`src/hdl/assert_macros.svh`:
```
// Assertion helpers for the fragmentation planner.
// Simulation builds get the checks; synthesis builds define SYNTH and get nothing.
`ifndef ASSERT_MACROS_SVH
`define ASSERT_MACROS_SVH

`ifndef SYNTH
`define ASSERT_CLK(lbl, clk, rst, prop, msg) \
  lbl: assert property (@(posedge clk) disable iff (rst) prop) else $error(msg);
`define ASSERT_ALWAYS(lbl, clk, prop, msg) \
  lbl: assert property (@(posedge clk) prop) else $error(msg);
`else
`define ASSERT_CLK(lbl, clk, rst, prop, msg)
`define ASSERT_ALWAYS(lbl, clk, prop, msg)
`endif

`endif

```
`src/hdl/ipv4fp_pkg.sv`:
```
`default_nettype none

package ipv4fp_pkg;

  localparam int unsigned MtuW   = 16;
  localparam int unsigned P1W    = 6;
  localparam int unsigned P2W    = 16;
  localparam int unsigned OffW   = 13;
  localparam int unsigned PosW   = 17;
  localparam int unsigned KindW  = 2;

  localparam int unsigned InDataW  = 40;
  localparam int unsigned OutDataW = 72;

  localparam logic [PosW-1:0] SmallLimit = 17'd1260;
  localparam logic [MtuW-1:0] MinV6Mtu   = 16'd1280;
  localparam logic [OffW:0]   MaxOffset  = 14'd8191;
  localparam logic [MtuW-1:0] HdrLen     = 16'd20;
  localparam logic [MtuW-1:0] MinMtu     = 16'd68;
  localparam logic [MtuW-1:0] MtuReset   = 16'd1500;

  typedef enum logic [KindW-1:0] {
    KIND_SEND    = 2'd0,
    KIND_TOO_BIG = 2'd1,
    KIND_DROP    = 2'd2
  } kind_t;

  typedef enum logic [2:0] {
    ST_IDLE,
    ST_CLASSIFY,
    ST_PART1,
    ST_PART2,
    ST_FRAG
  } state_t;

  typedef enum logic [1:0] {
    EM_WHOLE,
    EM_REPORT,
    EM_DROP,
    EM_FRAG
  } emit_sel_t;

  typedef struct packed {
    logic      load_in;
    logic      latch_maxf;
    logic      load_p1;
    logic      load_p2;
    logic      emit;
    emit_sel_t sel;
  } cmd_t;

  typedef struct packed {
    logic small_pkt;
    logic fits;
    logic frag_bad;
    logic p1_zero;
    logic p2_zero;
    logic p2_bad;
    logic off_over;
    logic frag_final;
    logic in_part2;
    logic out_free;
  } status_t;

  typedef struct packed {
    kind_t           kind;
    logic            df_flag;
    logic            mf_flag;
    logic [OffW-1:0] frag_off;
    logic [PosW-1:0] payload_start;
    logic [PosW-1:0] payload_length;
    logic [MtuW-1:0] reported_mtu;
    logic            last;
  } out_item_t;

endpackage

`default_nettype wire

```
`src/hdl/ipv4fp_ctrl.sv`:
```
`default_nettype none

`include "assert_macros.svh"

module ipv4fp_ctrl (
  input  wire                  clk,
  input  wire                  rst,
  input  wire                  in_valid,
  output logic                 in_ready,
  input  ipv4fp_pkg::status_t  sts,
  output ipv4fp_pkg::cmd_t     cmd
);

  ipv4fp_pkg::state_t state;
  ipv4fp_pkg::state_t state_next;

  always_ff @(posedge clk) begin
    if (rst) begin
      state <= ipv4fp_pkg::ST_IDLE;
    end else begin
      state <= state_next;
    end
  end

  // next state
  always_comb begin
    state_next = state;
    unique case (state)
      ipv4fp_pkg::ST_IDLE: begin
        if (in_valid) state_next = ipv4fp_pkg::ST_CLASSIFY;
      end
      ipv4fp_pkg::ST_CLASSIFY: begin
        if (sts.small_pkt && !sts.fits && !sts.frag_bad) begin
          state_next = ipv4fp_pkg::ST_PART1;
        end else if (sts.out_free) begin
          state_next = ipv4fp_pkg::ST_IDLE;
        end
      end
      ipv4fp_pkg::ST_PART1: begin
        state_next = sts.p1_zero ? ipv4fp_pkg::ST_PART2 : ipv4fp_pkg::ST_FRAG;
      end
      ipv4fp_pkg::ST_PART2: begin
        if (sts.p2_zero) begin
          state_next = ipv4fp_pkg::ST_IDLE;
        end else if (sts.p2_bad) begin
          if (sts.out_free) state_next = ipv4fp_pkg::ST_IDLE;
        end else begin
          state_next = ipv4fp_pkg::ST_FRAG;
        end
      end
      ipv4fp_pkg::ST_FRAG: begin
        if (sts.out_free) begin
          if (sts.off_over) begin
            state_next = ipv4fp_pkg::ST_IDLE;
          end else if (sts.frag_final) begin
            state_next = sts.in_part2 ? ipv4fp_pkg::ST_IDLE : ipv4fp_pkg::ST_PART2;
          end
        end
      end
      default: state_next = ipv4fp_pkg::ST_IDLE;
    endcase
  end

  // outputs
  always_comb begin
    in_ready       = 1'b0;
    cmd.load_in    = 1'b0;
    cmd.latch_maxf = 1'b0;
    cmd.load_p1    = 1'b0;
    cmd.load_p2    = 1'b0;
    cmd.emit       = 1'b0;
    cmd.sel        = ipv4fp_pkg::EM_DROP;
    unique case (state)
      ipv4fp_pkg::ST_IDLE: begin
        in_ready    = 1'b1;
        cmd.load_in = in_valid;
      end
      ipv4fp_pkg::ST_CLASSIFY: begin
        cmd.latch_maxf = 1'b1;
        if (sts.small_pkt && sts.fits) begin
          cmd.emit = sts.out_free;
          cmd.sel  = ipv4fp_pkg::EM_WHOLE;
        end else if (sts.small_pkt) begin
          cmd.emit = sts.frag_bad && sts.out_free;
          cmd.sel  = ipv4fp_pkg::EM_DROP;
        end else begin
          cmd.emit = sts.out_free;
          cmd.sel  = sts.fits ? ipv4fp_pkg::EM_WHOLE : ipv4fp_pkg::EM_REPORT;
        end
      end
      ipv4fp_pkg::ST_PART1: begin
        cmd.load_p1 = !sts.p1_zero;
      end
      ipv4fp_pkg::ST_PART2: begin
        if (!sts.p2_zero) begin
          if (sts.p2_bad) begin
            cmd.emit = sts.out_free;
            cmd.sel  = ipv4fp_pkg::EM_DROP;
          end else begin
            cmd.load_p2 = 1'b1;
          end
        end
      end
      ipv4fp_pkg::ST_FRAG: begin
        cmd.emit = sts.out_free;
        cmd.sel  = sts.off_over ? ipv4fp_pkg::EM_DROP : ipv4fp_pkg::EM_FRAG;
      end
      default: begin
      end
    endcase
  end

  `ASSERT_CLK(a_emit_needs_slot, clk, rst, cmd.emit |-> sts.out_free, "emit with output full")
  `ASSERT_CLK(a_p2_load_aligned, clk, rst, cmd.load_p2 |-> !sts.p2_bad, "bad part two loaded")

endmodule

`default_nettype wire

```
`src/hdl/ipv4fp_datapath.sv`:
```
`default_nettype none

`include "assert_macros.svh"

module ipv4fp_datapath (
  input  wire                                 clk,
  input  wire                                 rst,
  input  wire                                 cfg_wr_en,
  input  wire  [ipv4fp_pkg::MtuW-1:0]         cfg_wr_data,
  input  wire  [ipv4fp_pkg::P1W-1:0]          first_part_length,
  input  wire  [ipv4fp_pkg::P2W-1:0]          second_part_length,
  input  wire                                 mf_in,
  input  wire  [ipv4fp_pkg::OffW-1:0]         frag_off_in,
  input  ipv4fp_pkg::cmd_t                    cmd,
  output ipv4fp_pkg::status_t                 sts,
  output logic                                out_valid,
  input  wire                                 out_ready,
  output ipv4fp_pkg::out_item_t               out_item
);

  localparam int unsigned PosW = ipv4fp_pkg::PosW;
  localparam int unsigned MtuW = ipv4fp_pkg::MtuW;
  localparam int unsigned OffW = ipv4fp_pkg::OffW;

  logic [MtuW-1:0]             mtu;
  logic [ipv4fp_pkg::P1W-1:0]  p1;
  logic [ipv4fp_pkg::P2W-1:0]  p2;
  logic                        mfin;
  logic [OffW:0]               off;
  logic [PosW-1:0]             total;
  logic [MtuW-1:0]             maxf;
  logic [PosW-1:0]             size;
  logic [PosW-1:0]             start;
  logic                        part_mf;
  logic                        in_part2;

  logic [MtuW-1:0]             mtu_less_hdr;
  logic [MtuW-1:0]             rep_raw;
  logic [MtuW-1:0]             rep;
  logic [PosW-1:0]             maxf_ext;
  logic [PosW-1:0]             take;
  logic                        frag_final;
  logic [PosW-1:0]             whole_len;
  ipv4fp_pkg::out_item_t       item_next;

  always_ff @(posedge clk) begin
    if (rst) begin
      mtu <= ipv4fp_pkg::MtuReset;
    end else if (cfg_wr_en) begin
      mtu <= cfg_wr_data;
    end
  end

  assign mtu_less_hdr = mtu - ipv4fp_pkg::HdrLen;
  assign maxf_ext     = {1'b0, maxf};
  assign frag_final   = size <= maxf_ext;
  assign take         = frag_final ? size : maxf_ext;
  assign whole_len    = PosW'(p1) + PosW'(p2);
  assign rep_raw      = mtu + ipv4fp_pkg::HdrLen;
  assign rep          = (rep_raw < ipv4fp_pkg::MinV6Mtu) ? ipv4fp_pkg::MinV6Mtu : rep_raw;

  // item registers
  always_ff @(posedge clk) begin
    if (cmd.load_in) begin
      p1    <= first_part_length;
      p2    <= second_part_length;
      mfin  <= mf_in;
      off   <= {1'b0, frag_off_in};
      total <= PosW'(ipv4fp_pkg::HdrLen) + PosW'(first_part_length)
               + PosW'(second_part_length);
    end else if (cmd.emit && cmd.sel == ipv4fp_pkg::EM_FRAG) begin
      off <= off + (OffW+1)'(take >> 3);
    end
    if (cmd.latch_maxf) begin
      maxf <= {mtu_less_hdr[MtuW-1:3], 3'b000};
    end
    if (cmd.load_p1) begin
      size     <= PosW'(p1);
      start    <= '0;
      part_mf  <= (p2 != '0) | mfin;
      in_part2 <= 1'b0;
    end else if (cmd.load_p2) begin
      size     <= PosW'(p2);
      start    <= PosW'(p1);
      part_mf  <= mfin;
      in_part2 <= 1'b1;
    end else if (cmd.emit && cmd.sel == ipv4fp_pkg::EM_FRAG) begin
      size  <= size - take;
      start <= start + take;
    end
  end

  always_comb begin
    sts.small_pkt  = total <= ipv4fp_pkg::SmallLimit;
    sts.fits       = total <= PosW'(mtu);
    sts.frag_bad   = (p1[2:0] != 3'b000) || (mtu < ipv4fp_pkg::MinMtu);
    sts.p1_zero    = p1 == '0;
    sts.p2_zero    = p2 == '0;
    sts.p2_bad     = mfin && (p2[2:0] != 3'b000);
    sts.off_over   = off > ipv4fp_pkg::MaxOffset;
    sts.frag_final = frag_final;
    sts.in_part2   = in_part2;
    sts.out_free   = !out_valid || out_ready;
  end

  // result mux
  always_comb begin
    item_next                = '0;
    item_next.kind           = ipv4fp_pkg::KIND_DROP;
    item_next.last           = 1'b1;
    unique case (cmd.sel)
      ipv4fp_pkg::EM_WHOLE: begin
        item_next.kind           = ipv4fp_pkg::KIND_SEND;
        item_next.df_flag        = !sts.small_pkt;
        item_next.mf_flag        = mfin;
        item_next.frag_off       = off[OffW-1:0];
        item_next.payload_length = whole_len;
      end
      ipv4fp_pkg::EM_REPORT: begin
        item_next.kind         = ipv4fp_pkg::KIND_TOO_BIG;
        item_next.reported_mtu = rep;
      end
      ipv4fp_pkg::EM_DROP: begin
        item_next.kind = ipv4fp_pkg::KIND_DROP;
      end
      ipv4fp_pkg::EM_FRAG: begin
        item_next.kind           = ipv4fp_pkg::KIND_SEND;
        item_next.mf_flag        = !frag_final || part_mf;
        item_next.frag_off       = off[OffW-1:0];
        item_next.payload_start  = start;
        item_next.payload_length = take;
        item_next.last           = frag_final && (in_part2 || sts.p2_zero);
      end
      default: begin
      end
    endcase
  end

  // output register
  always_ff @(posedge clk) begin
    if (rst) begin
      out_valid <= 1'b0;
    end else if (cmd.emit) begin
      out_valid <= 1'b1;
    end else if (out_ready) begin
      out_valid <= 1'b0;
    end
  end

  always_ff @(posedge clk) begin
    if (cmd.emit) begin
      out_item <= item_next;
    end
  end

  `ASSERT_CLK(a_frag_size, clk, rst, (cmd.emit && cmd.sel == ipv4fp_pkg::EM_FRAG) |-> (take != '0 && take <= maxf_ext), "fragment size out of range")
  `ASSERT_CLK(a_frag_offset, clk, rst, (cmd.emit && cmd.sel == ipv4fp_pkg::EM_FRAG) |-> !off[OffW], "fragment offset overflow")

endmodule

`default_nettype wire

```
`src/hdl/ipv4_fragmentation_planner.sv`:
```
`default_nettype none

// IPv4 fragmentation planner: one input transfer describes a translated packet,
// the block answers with its send plan, one result transfer per packet/fragment.
// Input s_axis: first/second part lengths, incoming MF and fragment offset.
// Output m_axis: kind in tuser, last result of a plan on tlast, the rest in tdata.
// Config: cfg_wr_en/cfg_wr_data write the outbound MTU (reset value 1500); the user
// must write it only while idle, the block itself does not enforce it.
// A result is registered from the classify state; fragmented plans pass the
// part-one setup state, then emit one fragment per cycle while the output is
// free; a second part adds the part-two setup state.
// The plan sequencer handles one item at a time; a new input is taken once it is
// back in idle with the previous plan's last result in the output register.
// Reset: synchronous, clears the sequencer and output valid, MTU goes to 1500.
// Stall: while m_axis_tready is low the result register holds and the sequencer
// waits; no result is lost or repeated.

module ipv4_fragmentation_planner (
  input  wire                                clk,
  input  wire                                rst,
  // configuration
  input  wire                                cfg_wr_en,
  input  wire  [ipv4fp_pkg::MtuW-1:0]        cfg_wr_data,
  // input stream
  input  wire                                s_axis_tvalid,
  output logic                               s_axis_tready,
  // [5:0] first_part_length, [21:6] second_part_length, [22] incoming MF,
  // [35:23] incoming offset, [39:36] zero
  input  wire  [ipv4fp_pkg::InDataW-1:0]     s_axis_tdata,
  // result stream
  output logic                               m_axis_tvalid,
  input  wire                                m_axis_tready,
  // [0] DF flag, [1] MF flag, [14:2] offset,
  // [31:15] payload_start, [48:32] payload_length, [64:49] reported_mtu,
  // [71:65] zero
  output logic [ipv4fp_pkg::OutDataW-1:0]    m_axis_tdata,
  // [1:0] kind
  output logic [ipv4fp_pkg::KindW-1:0]       m_axis_tuser,
  output logic                               m_axis_tlast
);

  ipv4fp_pkg::cmd_t      cmd;
  ipv4fp_pkg::status_t   sts;
  ipv4fp_pkg::out_item_t out_item;

  ipv4fp_ctrl u_ctrl (
    .clk      (clk),
    .rst      (rst),
    .in_valid (s_axis_tvalid),
    .in_ready (s_axis_tready),
    .sts      (sts),
    .cmd      (cmd)
  );

  // input field unpacking straight into the datapath
  ipv4fp_datapath u_datapath (
    .clk                (clk),
    .rst                (rst),
    .cfg_wr_en          (cfg_wr_en),
    .cfg_wr_data        (cfg_wr_data),
    .first_part_length  (s_axis_tdata[5:0]),
    .second_part_length (s_axis_tdata[21:6]),
    .mf_in              (s_axis_tdata[22]),
    .frag_off_in        (s_axis_tdata[35:23]),
    .cmd                (cmd),
    .sts                (sts),
    .out_valid          (m_axis_tvalid),
    .out_ready          (m_axis_tready),
    .out_item           (out_item)
  );

  // pack the result register onto the stream
  assign m_axis_tdata = {7'b0000000,
                         out_item.reported_mtu,
                         out_item.payload_length,
                         out_item.payload_start,
                         out_item.frag_off,
                         out_item.mf_flag,
                         out_item.df_flag};
  assign m_axis_tuser = out_item.kind;
  assign m_axis_tlast = out_item.last;

endmodule

`default_nettype wire

```
`config.mk`:
```
export PLATFORM = sky130hd
export DESIGN_NAME = ipv4_fragmentation_planner
export DESIGN_NICKNAME = d
export VERILOG_FILES = /design/src/hdl/ipv4fp_pkg.sv /design/src/hdl/ipv4fp_ctrl.sv /design/src/hdl/ipv4fp_datapath.sv /design/src/hdl/ipv4_fragmentation_planner.sv
export VERILOG_INCLUDE_DIRS = /design/src /design/src/hdl
export SDC_FILE = /design/constraint.sdc
export NUM_CORES = 1
export LEC_CHECK = 0
export BUFFER_PORTS_ARGS = -buffer_cell sky130_fd_sc_hd__buf_2
export CORE_ASPECT_RATIO = 1.75
export CORE_MARGIN = 4
export CORE_UTILIZATION = 40
export DETAILED_ROUTE_END_ITERATION = 8
export HOLD_SLACK_MARGIN = 0.1
export PLACE_DENSITY = 0.58
export REMOVE_ABC_BUFFERS = 1
export SLEW_MARGIN = 20
export SYNTH_ARGS = -nofsm -noshare
export SYNTH_HDL_FRONTEND = slang
export SYNTH_SLANG_ARGS = --single-unit
```
`constraint.sdc`:
```
create_clock -name clk -period 7.6 [get_ports clk]
set_clock_uncertainty 0.1 [all_clocks]
set_input_delay 0.76 -clock clk [delete_from_list [all_inputs] [get_ports clk]]
set_output_delay 0.76 -clock clk [all_outputs]
set_load 0.05 [all_outputs]
```
==> out/summary.txt <==
================================================================================
Run status                                                          complete, no violations
Power density over the cells                                         325 mW/mm^2
Share of the yosys chip area belonging to registers                        45.8%
Overall die height                                                        232 um
Final RePlAce weighted congestion                                          0.880
Capturing element of the worst setup path                           u_datapath.off[12]$_DFFE_PP_
Actual transition at the worst max-transition pin                       0.980 ns
Max-slew violation count                                                       0
WL per Instance                                                          18.3 um
Final clock period utilization by the worst path                           69.9%
Floorplan row count                                                           81
Total area of multi-input combinational cells                       0.00573 sq mm
Detailed-route vias per instance                                            5.38
First-pass iteration count of the detailed router                              4
CTS Root Cell                                                       sky130_fd_sc_hd__clkbuf_16
CTS H-tree lvls                                                                4
Share of post-route cells with drive strength above 1                      14.7%
Clock latency reported for the late side of the worst-skew pair          0.45 ns
Clock tree from TritonCTS                                                   done
Largest cells by area after synthesis                               sky130_fd_sc_hd__edfxtp_1, sky130_fd_sc_hd__ha_1, sky130_fd_sc_hd__dfxtp_1
CTS clock-pin slew for the worst setup and hold paths                    0.07 ns
Die area                                                            0.0314 sq mm
Final setup slack of the worst path                                      2.29 ns
Fraction of the mapped netlist area in adder cells                         11.1%
Filler cell count                                                           2714
Setup TNS                                                                   0 ns
Post-CTS Repair Setup Buffers                                                  0
Post-Place Worst Slack                                                   2.31 ns
Critical R2R Launch                                                 u_datapath.maxf[14]$_DFFE_PP_
Hold WC Path Type                                                   register to register
Commonest cells after routing, fill and taps aside                  sky130_fd_sc_hd__edfxtp_1, sky130_fd_sc_hd__buf_2, sky130_fd_sc_hd__nor2_1, sky130_fd_sc_hd__ha_1, sky130_fd_sc_hd__nand2_1
Global-route wire length before repair                                   46.6 mm
Total power draw                                                         4210 uW
Number of synthesized register bits                                          191
Required time of the worst setup path                                    7.78 ns
Peak Freq                                                                188 MHz
Mux cell area share after synthesis                                        1.70%
Cts hold-fix bufs                                                              0
Commonest register cell after synthesis                             sky130_fd_sc_hd__edfxtp_1
Sum of overflow across all layers after global routing                         0
Via count of the first global-routing pass                                  8906
Worst reg2reg setup slack                                                2.29 ns
Part of the power in registers                                             34.4%
Leakage component of the power                                        0.00532 uW
Largest net degree at the start of global routing                             41
Initial detailed-routing violation count                                     380
Internal Pwr Total                                                       2560 uW
Final non-filler cell area                                          0.0129 sq mm
Number of design rule violations left after detail routing                     0
Starting density of the core                                               40.7%
Cell type contributing the most total cell area after synthesis     sky130_fd_sc_hd__edfxtp_1
Switching Fraction                                                         39.3%
Number of vias after detailed routing                                       8861
Share of synthesized flip-flops with an asynchronous set or reset             0%
Combinational share of power                                               46.0%
Number of library cell types mapped by synthesis                              75
Share of the core filled with cells                                        46.1%
Number of sinks on the clock net                                             191
Critical register-to-register path endpoint                         u_datapath.off[12]$_DFFE_PP_
Most common library cell in the layout ignoring fill and taps       sky130_fd_sc_hd__edfxtp_1
Clock power frac                                                           19.7%
Fraction of the mapped netlist area in compound gates                      14.8%
Synthesized area                                                    0.0114 sq mm
CP max FO                                                                     34
Horiz. Die Dim                                                            136 um
Proportion of netlist area held by the largest area contributor            37.0%
CP startpoint kind                                                      register
Yosys warnings                                                                 0
Cell count after synthesis                                                  1145
CP Data Arrival Time                                                     5.49 ns
Number of gates resized after cts                                              0
Final number of hold-violating endpoints                                       0
TritonCTS Buffers                                                             17
Dominant combinational cell family by area after synthesis          simple AND/OR/NAND/NOR gates
Synth-to-Final Area Change                                                 13.2%
Crit Path Class                                                     register to register
Crit. End Element                                                       register
Total Routed Length                                                      30.1 mm
Port bufs                                                                    126
Global router's overall resource usage                                     19.5%
Dpl hpwl                                                                 23.4 mm
Instance area after placement                                       0.0124 sq mm
Worst ir drop on vdd                                                      173 uV
Switching power                                                          1650 uW
Top-level I/O count                                                          138
Average cell area after synthesis                                     9.98 sq um
Post-synthesis xor/xnor area fraction                                      6.36%
Number of setup violations in the final report                                 0
Worst R2R Path Depth                                                          19
Setup repair after global routing missed its margin                        false
Area share of and/or/nand/nor cells after synthesis                        15.7%
Number of antenna violations at the first check in global routing              1
Launching instance or port of the critical path                     u_datapath.maxf[14]$_DFFE_PP_
Clock period minus final worst setup slack                               5.31 ns
Residual antenna-violating net count after detailed routing                    0
CTS max path bufs                                                              2
Worst slew margin                                                          34.5%
Count of flip-flops with a built-in enable after synthesis                   141
Sequential cell area in the final layout                            0.00524 sq mm
Area of the core                                                    0.0281 sq mm
Net count of the finished layout                                            1419
Count of maximum capacitance violations                                        0
================================================================================
## power by group through the flow
stage | logic (uW) | clock network, uW | registers [uW]
2_1_floorplan | 1460 | 0 | 1510
3_3_place_gp | 1900 | 0 | 1460
3_5_place_dp | 1930 | 0 | 1470
4_1_cts | 1940 | 857 | 1450
5_1_grt | 2150 | 898 | 1470
6_report | 1930 | 829 | 1450
## flip-flops by register name, summed over array words and instances (netlist names)
| register | cells |
|---|---|
| u_datapath.in_part2 | 1 |
| u_datapath.mfin | 1 |
| u_datapath.p1 | 6 |
| u_datapath.out_item | 68 |
| u_datapath.off | 14 |
| u_datapath.out_valid | 1 |
| u_datapath.start | 17 |
| u_datapath.mtu | 16 |
| u_datapath.size | 17 |
| u_datapath.p2 | 16 |
| u_datapath.maxf | 13 |
| u_datapath.part_mf | 1 |
| u_ctrl.state | 3 |
| u_datapath.total | 17 |
## area by class of cell
cell class | count | area share (%)
diodes | 1 | 0.0193
clock buffers | 22 | 3.59
clock inverters | 10 | 0.493
inverters | 78 | 2.26
multi-input cells | 838 | 44.3
flip-flops and latches | 191 | 40.5
well taps | 373 | 3.61
repair buffers | 133 | 5.28
## logic make-up after synthesis
family | count (synthesis)
other | 2
adder cells (fa/ha/maj) | 99
multiplexers | 19
flip-flops | 191
buffers and inverters | 122
AND/OR/NAND/NOR | 369
XOR/XNOR | 83
AO/OA/AOI/OAI | 260
## worst min-delay path by stage
stage,slack [ns],start,to,depth (start not counted)
detailed placement,0.37,u_datapath.start[11]$_SDFFE_PP0P_,u_datapath.start[11]$_SDFFE_PP0P_,2
global route,0.37,s_axis_tdata[22],u_datapath.mfin$_DFFE_PP_,1
CTS,0.35,s_axis_tdata[22],u_datapath.mfin$_DFFE_PP_,1
finish,0.37,u_datapath.start[2]$_SDFFE_PP0P_,u_datapath.start[2]$_SDFFE_PP0P_,2
global placement,0.36,u_datapath.start[11]$_SDFFE_PP0P_,u_datapath.start[11]$_SDFFE_PP0P_,2
floorplan,0.34,u_datapath.start[11]$_SDFFE_PP0P_,u_datapath.start[11]$_SDFFE_PP0P_,2
## critical path: stages, from the launching register on
cell,delay (ns)
sky130_fd_sc_hd__edfxtp_1,0.36
sky130_fd_sc_hd__inv_1,0.08
sky130_fd_sc_hd__ha_1,0.27
sky130_fd_sc_hd__a21o_1,0.18
sky130_fd_sc_hd__a211oi_1,0.57
sky130_fd_sc_hd__nand3_1,0.39
sky130_fd_sc_hd__o21ai_4,0.43
sky130_fd_sc_hd__mux2_2,0.49
sky130_fd_sc_hd__ha_1,0.23
sky130_fd_sc_hd__inv_1,0.07
sky130_fd_sc_hd__fa_1,0.20
sky130_fd_sc_hd__nor2b_1,0.06
sky130_fd_sc_hd__o21a_1,0.18
sky130_fd_sc_hd__o21ai_0,0.26
sky130_fd_sc_hd__a21oi_1,0.15
sky130_fd_sc_hd__o31ai_1,0.39
sky130_fd_sc_hd__a21oi_1,0.15
sky130_fd_sc_hd__o21a_1,0.21
sky130_fd_sc_hd__o21a_1,0.17
sky130_fd_sc_hd__o31ai_1,0.21
## cells in the mapped netlist (all sizes together) (11+ instances only)
cell type and count:
xor2 20, nor3 30, o21ai 63, ha 95, dfxtp 50, a21o 11, nand4 13, clkbuf 24
nand2b 17, xnor2 63, edfxtp 141, nand3 28, inv 78, mux2i 16, buf 20, nor2 112
a22oi 14, nand2 85, and2 35, a21oi 80
## routing by layer
metal	vias to the layer above	track usage (%)	wire length, um	part of all wire, %
met5	-	0	0	0
met4	0	10.3	1330	4.4
met3	62	3.17	1180	3.9
met2	215	36.9	16500	55
met1	4248	20.0	11100	37
li1	4336	-	-	-
## per-stage QoR
step	hold slack (ns)	cells
2_1_floorplan	0.345	1107
3_3_place_gp	0.357	1613
3_5_place_dp	0.369	1613
4_1_cts	0.354	1645
5_1_grt	0.365	1646
6_report	0.371	1646
Note: power is estimated with default switching activity, not from simulation.
